File: config.mk
export PLATFORM = sky130hd
export DESIGN_NAME = sliding_window_average_top
export DESIGN_NICKNAME = d
export VERILOG_FILES = /design/src/hw/rtl/swa_pkg.sv /design/src/hw/rtl/swa_ram.sv /design/src/hw/rtl/swa_ctrl.sv /design/src/hw/rtl/swa_datapath.sv /design/src/hw/rtl/sliding_window_average_top.sv
export VERILOG_INCLUDE_DIRS = /design/src /design/src/hw/rtl
export SDC_FILE = /design/constraint.sdc
export NUM_CORES = 1
export LEC_CHECK = 0
export BUFFER_PORTS_ARGS = -buffer_cell sky130_fd_sc_hd__buf_2
export CAP_MARGIN = 10
export CORE_MARGIN = 2
export CORE_UTILIZATION = 63
export DETAILED_ROUTE_END_ITERATION = 10
export PLACE_DENSITY_LB_ADDON = 0.3
export SYNTH_ARGS = -nofsm -noshare
export SYNTH_HDL_FRONTEND = slang
export SYNTH_SLANG_ARGS = --single-unit
File: constraint.sdc
create_clock -name clk -period 7.47 [get_ports clk]
set_clock_uncertainty 0.15 [all_clocks]
set_input_delay 1.1205 -clock clk [delete_from_list [all_inputs] [get_ports clk]]
set_output_delay 1.1205 -clock clk [all_outputs]
set_load 0.03 [all_outputs]
File: src/hw/rtl/assert_macros.svh
// Assertion macros for the RTL file that carries checks (the top level).
`ifndef ASSERT_MACROS_SVH
`define ASSERT_MACROS_SVH

// Clocked check, disabled while rst_n is low.
`define SWA_ASSERT(label, prop, msg) \
  label: assert property (@(posedge clk) disable iff (!rst_n) prop) else $error(msg);

// Condition that must hold at every clock edge out of reset.
`define SWA_ASSERT_ALWAYS(label, cond, msg) \
  `SWA_ASSERT(label, (1'b1 |-> (cond)), msg)

`endif

File: src/hw/rtl/swa_pkg.sv
// Shared types and constants of the sliding window average block.
`timescale 1ns / 1ps

package swa_pkg;

  // Width of the window size register.
  localparam int CFG_W = 7;

  // Window size after reset.
  localparam logic [CFG_W-1:0] WIN_RESET = 7'd8;

  // Controller to datapath commands.
  typedef struct packed {
    logic clear;     // window size write: clear window, load new size
    logic capture;   // take the input sample, start read of oldest entry
    logic update;    // store sample, update sum, count and ring pointers
    logic div_load;  // load divider with |sum| and count
    logic div_step;  // one restoring division step
    logic load_out;  // move result into output register
  } swa_cmd_t;

  // Datapath to controller status.
  typedef struct packed {
    logic div_last;  // current division step is the final one
  } swa_sts_t;

endpackage

File: src/hw/rtl/swa_ram.sv
// Generic single write port, single read port RAM with registered read.
`timescale 1ns / 1ps

module swa_ram #(
  parameter int WIDTH = 16,
  parameter int DEPTH = 64,
  parameter int AW    = (DEPTH > 1) ? $clog2(DEPTH) : 1
) (
  input  logic             clk,
  input  logic             we,
  input  logic [AW-1:0]    waddr,
  input  logic [WIDTH-1:0] wdata,
  input  logic             re,
  input  logic [AW-1:0]    raddr,
  output logic [WIDTH-1:0] rdata_r
);

  logic [WIDTH-1:0] mem [DEPTH];

  always_ff @(posedge clk) begin
    if (we) begin
      mem[waddr] <= wdata;
    end
    if (re) begin
      rdata_r <= mem[raddr];
    end
  end

endmodule

File: src/hw/rtl/swa_ctrl.sv
// Sequencing state machine of the sliding window average block.
`timescale 1ns / 1ps

module swa_ctrl
  import swa_pkg::*;
(
  input  logic     clk,
  input  logic     rst_n,
  input  logic     in_valid,
  output logic     in_ready,
  output logic     out_valid,
  input  logic     out_ready,
  input  logic     cfg_valid,
  output logic     cfg_ready,
  input  swa_sts_t sts,
  output swa_cmd_t cmd
);

  typedef enum logic [4:0] {
    S_IDLE   = 5'b00001,
    S_UPDATE = 5'b00010,
    S_LOAD   = 5'b00100,
    S_DIV    = 5'b01000,
    S_OUT    = 5'b10000
  } swa_state_t;

  swa_state_t state_r, state_nxt;
  logic       out_valid_r, out_valid_nxt;

  assign in_ready  = (state_r == S_IDLE);
  assign out_valid = out_valid_r;
  assign cfg_ready = 1'b1;

  always_comb begin
    state_nxt    = state_r;
    cmd          = '0;
    cmd.clear    = cfg_valid;
    unique case (state_r)
      S_IDLE: begin
        if (in_valid) begin
          cmd.capture = 1'b1;
          state_nxt   = S_UPDATE;
        end
      end
      S_UPDATE: begin
        cmd.update = 1'b1;
        state_nxt  = S_LOAD;
      end
      S_LOAD: begin
        cmd.div_load = 1'b1;
        state_nxt    = S_DIV;
      end
      S_DIV: begin
        cmd.div_step = 1'b1;
        if (sts.div_last) begin
          state_nxt = S_OUT;
        end
      end
      S_OUT: begin
        if (!out_valid_r || out_ready) begin
          cmd.load_out = 1'b1;
          state_nxt    = S_IDLE;
        end
      end
      default: begin
        state_nxt = S_IDLE;
      end
    endcase
  end

  assign out_valid_nxt = cmd.load_out | (out_valid_r & ~out_ready);

  always_ff @(posedge clk) begin
    if (!rst_n) begin
      state_r     <= S_IDLE;
      out_valid_r <= 1'b0;
    end else begin
      state_r     <= state_nxt;
      out_valid_r <= out_valid_nxt;
    end
  end

endmodule

File: src/hw/rtl/swa_datapath.sv
// Ring store, running sum and serial divider of the sliding window average.
`timescale 1ns / 1ps

module swa_datapath
  import swa_pkg::*;
#(
  parameter int MAX_WINDOW  = 64,
  parameter int SAMPLE_BITS = 16,
  parameter int CNT_W       = $clog2(MAX_WINDOW + 1)
) (
  input  logic                          clk,
  input  logic                          rst_n,
  input  swa_cmd_t                      cmd,
  output swa_sts_t                      sts,
  input  logic [CFG_W-1:0]              cfg_window_size,
  input  logic signed [SAMPLE_BITS-1:0] in_sample,
  output logic signed [SAMPLE_BITS-1:0] out_average,
  output logic [CNT_W-1:0]              out_samples_in_window
);

  localparam int IDX_W  = (MAX_WINDOW > 1) ? $clog2(MAX_WINDOW) : 1;
  localparam int SUM_W  = SAMPLE_BITS + $clog2(MAX_WINDOW);
  localparam int STEP_W = $clog2(SUM_W);

  function automatic logic [CNT_W-1:0] clamp_win(input logic [CFG_W-1:0] w);
    logic [CNT_W-1:0] r;
    if (w == '0) begin
      r = CNT_W'(1);
    end else if (int'(w) > MAX_WINDOW) begin
      r = CNT_W'(MAX_WINDOW);
    end else begin
      r = CNT_W'(w);
    end
    return r;
  endfunction

  function automatic logic [IDX_W-1:0] inc_idx(input logic [IDX_W-1:0] i);
    logic [IDX_W-1:0] r;
    if (i == IDX_W'(MAX_WINDOW - 1)) begin
      r = '0;
    end else begin
      r = i + IDX_W'(1);
    end
    return r;
  endfunction

  // window state
  logic [CNT_W-1:0]        win_r;
  logic [CNT_W-1:0]        count_r, count_nxt;
  logic signed [SUM_W-1:0] sum_r, sum_nxt;
  logic [IDX_W-1:0]        oldest_r, oldest_nxt;
  logic [IDX_W-1:0]        wr_idx_r, wr_idx_nxt;
  logic signed [SAMPLE_BITS-1:0] sample_r;
  logic                    full;

  // ring store
  logic [SAMPLE_BITS-1:0]  old_raw;
  logic signed [SUM_W-1:0] old_ext, new_ext;

  // divider
  logic [SUM_W-1:0]        quo_r;
  logic [CNT_W-1:0]        rem_r;
  logic [CNT_W-1:0]        dvsr_r;
  logic                    neg_r;
  logic [STEP_W-1:0]       step_r;
  logic [CNT_W:0]          trial;
  logic                    fits;
  logic [SUM_W-1:0]        signed_quo;

  // output register
  logic signed [SAMPLE_BITS-1:0] avg_r;
  logic [CNT_W-1:0]              cnt_out_r;

  assign full = (count_r >= win_r);

  swa_ram #(
    .WIDTH (SAMPLE_BITS),
    .DEPTH (MAX_WINDOW),
    .AW    (IDX_W)
  ) u_store (
    .clk     (clk),
    .we      (cmd.update),
    .waddr   (wr_idx_r),
    .wdata   (sample_r),
    .re      (cmd.capture),
    .raddr   (oldest_r),
    .rdata_r (old_raw)
  );

  assign old_ext = SUM_W'($signed(old_raw));
  assign new_ext = SUM_W'(sample_r);

  always_comb begin
    sum_nxt    = sum_r;
    count_nxt  = count_r;
    oldest_nxt = oldest_r;
    wr_idx_nxt = wr_idx_r;
    if (cmd.update) begin
      wr_idx_nxt = inc_idx(wr_idx_r);
      if (full) begin
        // oldest sample leaves, count stays
        sum_nxt    = sum_r + new_ext - old_ext;
        oldest_nxt = inc_idx(oldest_r);
      end else begin
        sum_nxt   = sum_r + new_ext;
        count_nxt = count_r + CNT_W'(1);
      end
    end
  end

  always_ff @(posedge clk) begin
    if (!rst_n) begin
      win_r    <= clamp_win(WIN_RESET);
      count_r  <= '0;
      sum_r    <= '0;
      oldest_r <= '0;
      wr_idx_r <= '0;
    end else if (cmd.clear) begin
      win_r    <= clamp_win(cfg_window_size);
      count_r  <= '0;
      sum_r    <= '0;
      oldest_r <= '0;
      wr_idx_r <= '0;
    end else begin
      count_r  <= count_nxt;
      sum_r    <= sum_nxt;
      oldest_r <= oldest_nxt;
      wr_idx_r <= wr_idx_nxt;
    end
  end

  always_ff @(posedge clk) begin
    if (cmd.capture) begin
      sample_r <= in_sample;
    end
  end

  // restoring division on magnitudes, one quotient bit per step
  assign trial = {rem_r, quo_r[SUM_W-1]};
  assign fits  = (trial >= {1'b0, dvsr_r});

  always_ff @(posedge clk) begin
    if (cmd.div_load) begin
      quo_r  <= sum_r[SUM_W-1] ? SUM_W'(-sum_r) : SUM_W'(sum_r);
      neg_r  <= sum_r[SUM_W-1];
      rem_r  <= '0;
      dvsr_r <= count_r;
      step_r <= '0;
    end else if (cmd.div_step) begin
      rem_r  <= fits ? CNT_W'(trial - {1'b0, dvsr_r}) : CNT_W'(trial);
      quo_r  <= {quo_r[SUM_W-2:0], fits};
      step_r <= step_r + STEP_W'(1);
    end
  end

  assign sts.div_last = (step_r == STEP_W'(SUM_W - 1));

  assign signed_quo = neg_r ? (~quo_r + SUM_W'(1)) : quo_r;

  always_ff @(posedge clk) begin
    if (cmd.load_out) begin
      avg_r     <= signed_quo[SAMPLE_BITS-1:0];
      cnt_out_r <= count_r;
    end
  end

  assign out_average           = avg_r;
  assign out_samples_in_window = cnt_out_r;

endmodule

File: src/hw/rtl/sliding_window_average_top.sv
// Top level of the sliding window average block.
`timescale 1ns / 1ps

// Simple moving average of signed Q8.8 temperature samples. Each input
// transaction carries one sample; it goes into a ring store of the most
// recent window_size samples and into a running sum, and every input
// transaction yields exactly one output transaction: the mean of the stored
// samples (signed quotient, truncated toward zero) and the number of samples
// it was taken over. Once the window is full the oldest sample drops out.
// Steps per transaction: accept, store/sum update, divider load, one
// quotient bit per cycle of the restoring divider over SUM_W = SAMPLE_BITS +
// clog2(MAX_WINDOW) bits, hand-over to the output register, which waits
// for out_ready while an earlier result is still held there.
// The result sits in an output register, so the next input transaction is
// taken while an earlier result still waits for out_ready. A window size
// write (always accepted, cfg_ready tied high) clears the window; values of
// 0 act as 1 and values above MAX_WINDOW as MAX_WINDOW. Write it only while
// the block is idle. The sample store needs no clearing after reset.

module sliding_window_average_top
  import swa_pkg::*;
#(
  parameter int MAX_WINDOW  = 64,
  parameter int SAMPLE_BITS = 16
) (
  input  logic                                 clk,
  input  logic                                 rst_n,
  // input channel
  input  logic                                 in_valid,
  output logic                                 in_ready,
  input  logic signed [SAMPLE_BITS-1:0]        in_sample,
  // result channel
  output logic                                 out_valid,
  input  logic                                 out_ready,
  output logic signed [SAMPLE_BITS-1:0]        out_average,
  output logic [$clog2(MAX_WINDOW + 1)-1:0]    out_samples_in_window,
  // window size register
  input  logic                                 cfg_valid,
  output logic                                 cfg_ready,
  input  logic [CFG_W-1:0]                     cfg_window_size
);

`include "assert_macros.svh"

  localparam int CNT_W = $clog2(MAX_WINDOW + 1);

  swa_cmd_t cmd;
  swa_sts_t sts;

  // sequencer: handshakes and step order
  swa_ctrl u_ctrl (
    .clk       (clk),
    .rst_n     (rst_n),
    .in_valid  (in_valid),
    .in_ready  (in_ready),
    .out_valid (out_valid),
    .out_ready (out_ready),
    .cfg_valid (cfg_valid),
    .cfg_ready (cfg_ready),
    .sts       (sts),
    .cmd       (cmd)
  );

  // ring store, running sum, divider and output register
  swa_datapath #(
    .MAX_WINDOW  (MAX_WINDOW),
    .SAMPLE_BITS (SAMPLE_BITS),
    .CNT_W       (CNT_W)
  ) u_dp (
    .clk                   (clk),
    .rst_n                 (rst_n),
    .cmd                   (cmd),
    .sts                   (sts),
    .cfg_window_size       (cfg_window_size),
    .in_sample             (in_sample),
    .out_average           (out_average),
    .out_samples_in_window (out_samples_in_window)
  );

  // one transaction in flight: no second accept straight after the first
  `SWA_ASSERT(a_one_in_flight, (in_valid && in_ready) |=> !in_ready, "accept while busy")
  // a result never overwrites one that is still waiting
  `SWA_ASSERT_ALWAYS(a_no_overwrite, (!cmd.load_out || !out_valid || out_ready), "result lost")
  // a result only appears after the controller hands one over
  `SWA_ASSERT(a_out_from_load, $rose(out_valid) |-> $past(cmd.load_out), "spurious result")
  // an offered result always covers at least one sample
  `SWA_ASSERT_ALWAYS(a_count_nonzero, (!out_valid || out_samples_in_window != '0), "empty window")

endmodule

# After elaboration in Yosys (flattened, before gate mapping)
# Memories as Yosys holds them, arrays and structs flattened. A register that Yosys moved wholly into a read port is not among the register bits.
# Index checks and enable logic that the tools add are counted.
# word_totals
output_inout_bits	26
inputBits	28
regBits	135
mem_count	1
ramBits	1024
elab_cells	76
# memory_table
memory	words	word_bits	read_ports	rd_clocked_by_memory_dff	wr	line_no	text
u_dp.u_store.mem	64	16	1	1	1	swa_ram.sv:18	logic [WIDTH-1:0] mem [DEPTH];
# op_classes
magnitude_cmp	3
mux	23
addsub	9
bitwise	6
n_reduce_logical	8
eq_ne	11
# ops
cell	n
two-way mux 22 bit	4
one-hot mux 5 bit (5 select lines)	1
adder 22 x 16 -> 22 bit	1
negation 22 bit	1
subtractor 22 x 16 -> 22 bit	1
two-way mux 7 bit	3
adder 16 x 1 -> 16 bit, second input constant	1
two-way mux 16 bit	1
inverter 16 bit	1
two-way mux 5 bit	3
adder 6 x 1 -> 6 bit, second input constant	2
== test 6 bit, second input constant	2
two-way mux 6 bit	2
== test 5 bit, second input constant	2
two-way mux 1 bit	9
>= comparator 8 x 7 -> 1 bit	1
adder 7 x 1 -> 7 bit, second input constant	1
>= comparator 7 bit	1
> comparator 7 bit, second input constant	1
zero test 7 bit	1
subtractor 7 bit	1
adder 5 x 1 -> 5 bit, second input constant	1
== test 5 x 1 -> 1 bit, second input constant	1
== test 5 x 2 -> 1 bit, second input constant	1
13 further kinds	17

# Longest topological paths before layout
# logic_depth
depth_word	5
ltp_mapped	22
ltp_nobuf	21

# Hierarchy
# From an unflattened synthesis, not the netlist that was laid out.
# unflattened
hier_cells	2762
area_unflattened_um2	48856.9
# modules_own_cells
mod	n_inst	cells_each	area_each_um2	seq_area_each_um2
swa_ram	1	1829	40202.3	31230.0
swa_datapath	1	890	8304.2	3273.1
swa_ctrl	1	43	350.3	120.1

# Worst setup path after synthesis
# No wires, ideal clock.
# synth_path
path_kind	register to register
from	register u_dp.sample_r[0]
to	register u_dp.sum_r[21]
t_required_ns	7.193
setup_slack_ns	2.192
setup_ns	0.127
stages_incl_launch_ff	23
arrival_time_ns	5.001
synth_period_minus_slack_ns	5.278
path_cell_list	edfxtp_1 ha_1 inv_1 fa_1 nor2b_1 o21a_1 o21ai_0 a21oi_1 o2111ai_1 a31oi_1 mux2i_1 nand2b_1 ha_1 clkbuf_1 a21o_1 a21o_1 a21o_1 or3_1 nor3_1 o211ai_1 and4_1 o21ai_0 o31ai_1
# synth_between
elab_chain_cells	3
# synth_rtl
item	line_no	text
from (decl)	swa_datapath.sv:53	logic signed [SAMPLE_BITS-1:0] sample_r;
from (signal assigned)	swa_datapath.sv:134	sample_r <= in_sample;
adder 22 x 16 -> 22 bit (*)	swa_datapath.sv:102, swa_datapath.sv:105	
subtractor 22 x 16 -> 22 bit	swa_datapath.sv:102	sum_nxt = sum_r + new_ext - old_ext;
two-way mux 22 bit (*)	swa_datapath.sv:100	if (full) begin
to (signal assigned)	swa_datapath.sv:126	sum_r <= sum_nxt;
to (decl)	swa_datapath.sv:50	logic signed [SUM_W-1:0] sum_r, sum_nxt;
# Mark *: on every way between the ends. The rest lies on a longest branch, timed or not.
# A chain may end at the register's enable or synchronous reset.

# Final worst setup path
# Ends and elaborated chain as after synthesis.

==> impl_metrics.yaml <==
yosys:
  synthArstFlopShare_pct: 0
  yosysUniqueCellTypes: 65
  synth_enable_flop_cells: 1109
  synth_ff_type: "edfxtp_1"
  yosysTopAreaCell: "edfxtp_1"
  synth_top_cell_area_share_pct: 69.6
  synth_area_um2: 47800
  synth_cells: 2464
  synthTopCellsByArea: "edfxtp_1 70%, mux4_2 16%, dfxtp_1 2.8%"
  synthesis.nets: 2558
  ys_warn_count: 0
  ys_ff_latch: 1175
  synth_area_per_cell_um2: 19.4
  yosysSeqAreaShare_pct: 72.4
clock_tree:
  cts.path.max_buffers: 3
  numCtsBuffers: 111
  clock_sinks: 1175
  ctsHoldBuffers: 0
  cts_tree: "yes"
  cts_root_buf: "clkbuf_16"
  clk_pin_slew_ns: 0.06
  htree_levels: 3
  post_cts_buffers: 0
  ctsResizeCount: 0
  clk_latency_ns: 0.70
critical_path:
  cp-startpoint: "u_dp.sample_r[0]"
  cp.required_ns: 7.87
  critPathKind: "reg2reg"
  crit_chain: "buf_4, ha_1, inv_1, fa_1, nor2b_1, o21a_1, o21ai_0, a21oi_1, o2111ai_1, a31oi_1, mux2i_1, nand2b_1, ha_1, a21o_1, a21o_1, a21o_1, or3_1, nor3_1, o211ai_1, and4_1, o21ai_0, o31ai_1"
  cp_common_cell: "a21o_1"
  path_max_fanout: 65
  r2r_cells: 22
  timing.reg2reg.setup_slack_ns: 1.74
  timing.rr.end: "u_dp.sum_r[21]"
  worstPathArrival_ns: 6.13
  reg2reg_from: "u_dp.sample_r[0]"
  cpMaxStageDelayCell: "buf_4"
  cp_num_cells: 22
  cp-end-kind: "flip-flop"
  slowest_delay_ns: 0.55
  path_buf_inv: 2
  crit_family: "compound AO/OA/AOI/OAI gates"
  worst_setup_path_start_kind: "flip-flop"
  critPathCapture: "u_dp.sum_r[21]"
finish:
  syn_to_final_growth_pct: 11.2
  final_util_pct: 70.3
  num-fill-cells: 4452
  drive_gt1_share_pct: 24.6
  final_cell_mix: "1,109 x edfxtp_1, 336 x mux4_2, 141 x nor2_1, 121 x nand2_1, 112 x clkbuf_16"
  final_nets: 2704
  fin_cells: 3680
  final_area_um2: 53200
  layout_commonest_cell: "edfxtp_1"
placement:
  gp_congestion: 0.863
  placedCellCount: 3475
  port_buffers: 52
  dpl_cell_area_um2: 49600
  dp_hpwl_um: 62700
timing:
  finalSetupViolations: 0
  min_period_ns: 5.73
  worst_pin_slew_ns: 1.16
  fin_setup_tns_ns: 0
  fin_crit_sh_pct: 76.7
  hold_viol: 0
  rsz0062_at_grt: "false"
  slew_viol_final: 0
  fmax_ghz: 0.175
  relSlewSlack_pct: 22.6
routing:
  drt_wl_total_um: 116000
  first_pass_iters: 7
  viasPerCell: 6.80
  drc: 0
  postRouteAntennaNets: 0
  wl_per_cell_um: 31.5
  initialDrtViolationCount: 3681
  vias: 25000
global_route:
  grt_pass1_wl_um: 170000
  grt.total_usage_pct: 30.5
  antenna_found_initial: 12
  grt.overflow.total: 0
  grt_pass1_vias: 25200
  grt_max_degree: 131
run_status:
  outcome: "finished clean"
floorplan:
  fp.dieH_um: 280
  core_area_um2: 75600
  die_x_um: 280
  io_pins: 54
  initial_core_util_pct: 63.3
  rows: 101
  die_area_um2: 78100
power_and_ir_drop:
  p_leak_nw: 16.9
  vdd_drop_max_mv: 0.264
  power_mw: 13.7
  cellPowerDensity_nw_per_um2: 258
worst_hold_path:
  worst_hold_path_type: "reg2reg"
  hold_path_depth: 2
run:
  maxCapViolations: 0
## sequential cells by signal, summed over array words and instances, names as in the netlist, 16 cells and up
name and cells:
u_dp.u_store.rdata_r 16, u_dp.sum_r 22, u_dp.u_store.mem 1024, u_dp.sample_r 16
u_dp.out_average 16, u_dp.quo_r 22
## where the power goes
group	switching, mW	internal, mW
registers	0.0316	7.37
clock network	2.43	3.04
logic	0.572	0.254
total	3.03	10.7
## per-layer routing
| layer | vias to the layer above | share of wire [%] | GRT usage (%) |
|---|---|---|---|
| met3 | 252 | 11 | 6.53 |
| met2 | 1592 | 49 | 48.5 |
| met4 | 6 | 3.9 | 12.1 |
| met5 | - | 0.042 | 0 |
| li1 | 10300 | - | - |
| met1 | 12900 | 36 | 42.1 |
## how the worst min path moves through the flow
| stage | to | startpoint | slack [ns] |
|---|---|---|---|
| 6_report | u_dp.rem_r[5] | u_dp.rem_r[5] | 0.34 |
| 3_3_place_gp | u_dp.rem_r[6] | u_dp.rem_r[6] | 0.31 |
| 3_5_place_dp | u_dp.rem_r[5] | u_dp.rem_r[5] | 0.32 |
| 5_1_grt | u_dp.rem_r[5] | u_dp.rem_r[5] | 0.36 |
| 2_1_floorplan | u_dp.rem_r[6] | u_dp.rem_r[6] | 0.30 |
| 4_1_cts | u_dp.rem_r[5] | u_dp.rem_r[5] | 0.33 |
## through the flow
step	hold WS, ns	worst slack, ns
after floorplan	0.300	2.19
after global placement	0.312	1.98
after detailed placement	0.324	1.97
after CTS	0.332	1.83
after global routing	0.361	1.33
final	0.336	1.74
## worst register-to-register path, cell delays in order (launching register included)
cell and delay (ns):
edfxtp_1 0.34, buf_4 0.55, ha_1 0.34, inv_1 0.07
fa_1 0.41, nor2b_1 0.15, o21a_1 0.15, o21ai_0 0.11
a21oi_1 0.28, o2111ai_1 0.20, a31oi_1 0.37, mux2i_1 0.28
nand2b_1 0.15, ha_1 0.33, a21o_1 0.21, a21o_1 0.17
a21o_1 0.19, or3_1 0.30, nor3_1 0.18, o211ai_1 0.14
and4_1 0.26, o21ai_0 0.16, o31ai_1 0.09
## Yosys cell counts (6+ instances only)
cell type  number
a211oi_1        8
a21oi_1        57
nand2b_1       14
nand4_1         8
a31oi_1         9
nor2b_1         9
nand2_1       121
mux4_2        336
buf_2          25
nand3_1        14
nand3b_1       10
o22ai_1         6
buf_1          12
o31ai_1        14
o21bai_1       11
or3_1          13
xor2_1         40
nor2_1        145
edfxtp_1     1109
xnor2_1        47
a311oi_1        9
nor3_1         19
dfxtp_1        66
a21o_1         18
o21ai_0        72
clkbuf_1       78
inv_1          48
ha_1           63
mux2i_1         8
## cells by family (layout without fill, tap and decap cells)
kind of cell               after synthesis  count (layout)  share of synthesized area, %
DFF                                   1175            1175                          72.4
and+or+nand+nor                        387             387                          3.70
muxes                                  344             344                          16.0
AOI/OAI and AO/OA                      239             239                          3.17
buffers and inverters                  165             401                          1.37
xor gates and xnor gates                87              87                          1.59
adders and majority gates               66              66                          1.77
other                                    1               3                       0.00784
## cell type report
class	instances	area [µm²]	area share, %
well taps	978	1220	2.30
inverters	49	184	0.346
repair buffers	149	1030	1.93
multi-input cells	1124	12600	23.6
flip-flops and latches	1175	34600	65.2
diodes	2	5.00	0.00941
clock buffers	133	2880	5.42
clock inverters	70	637	1.20
Power figures use the tool's default switching activity.
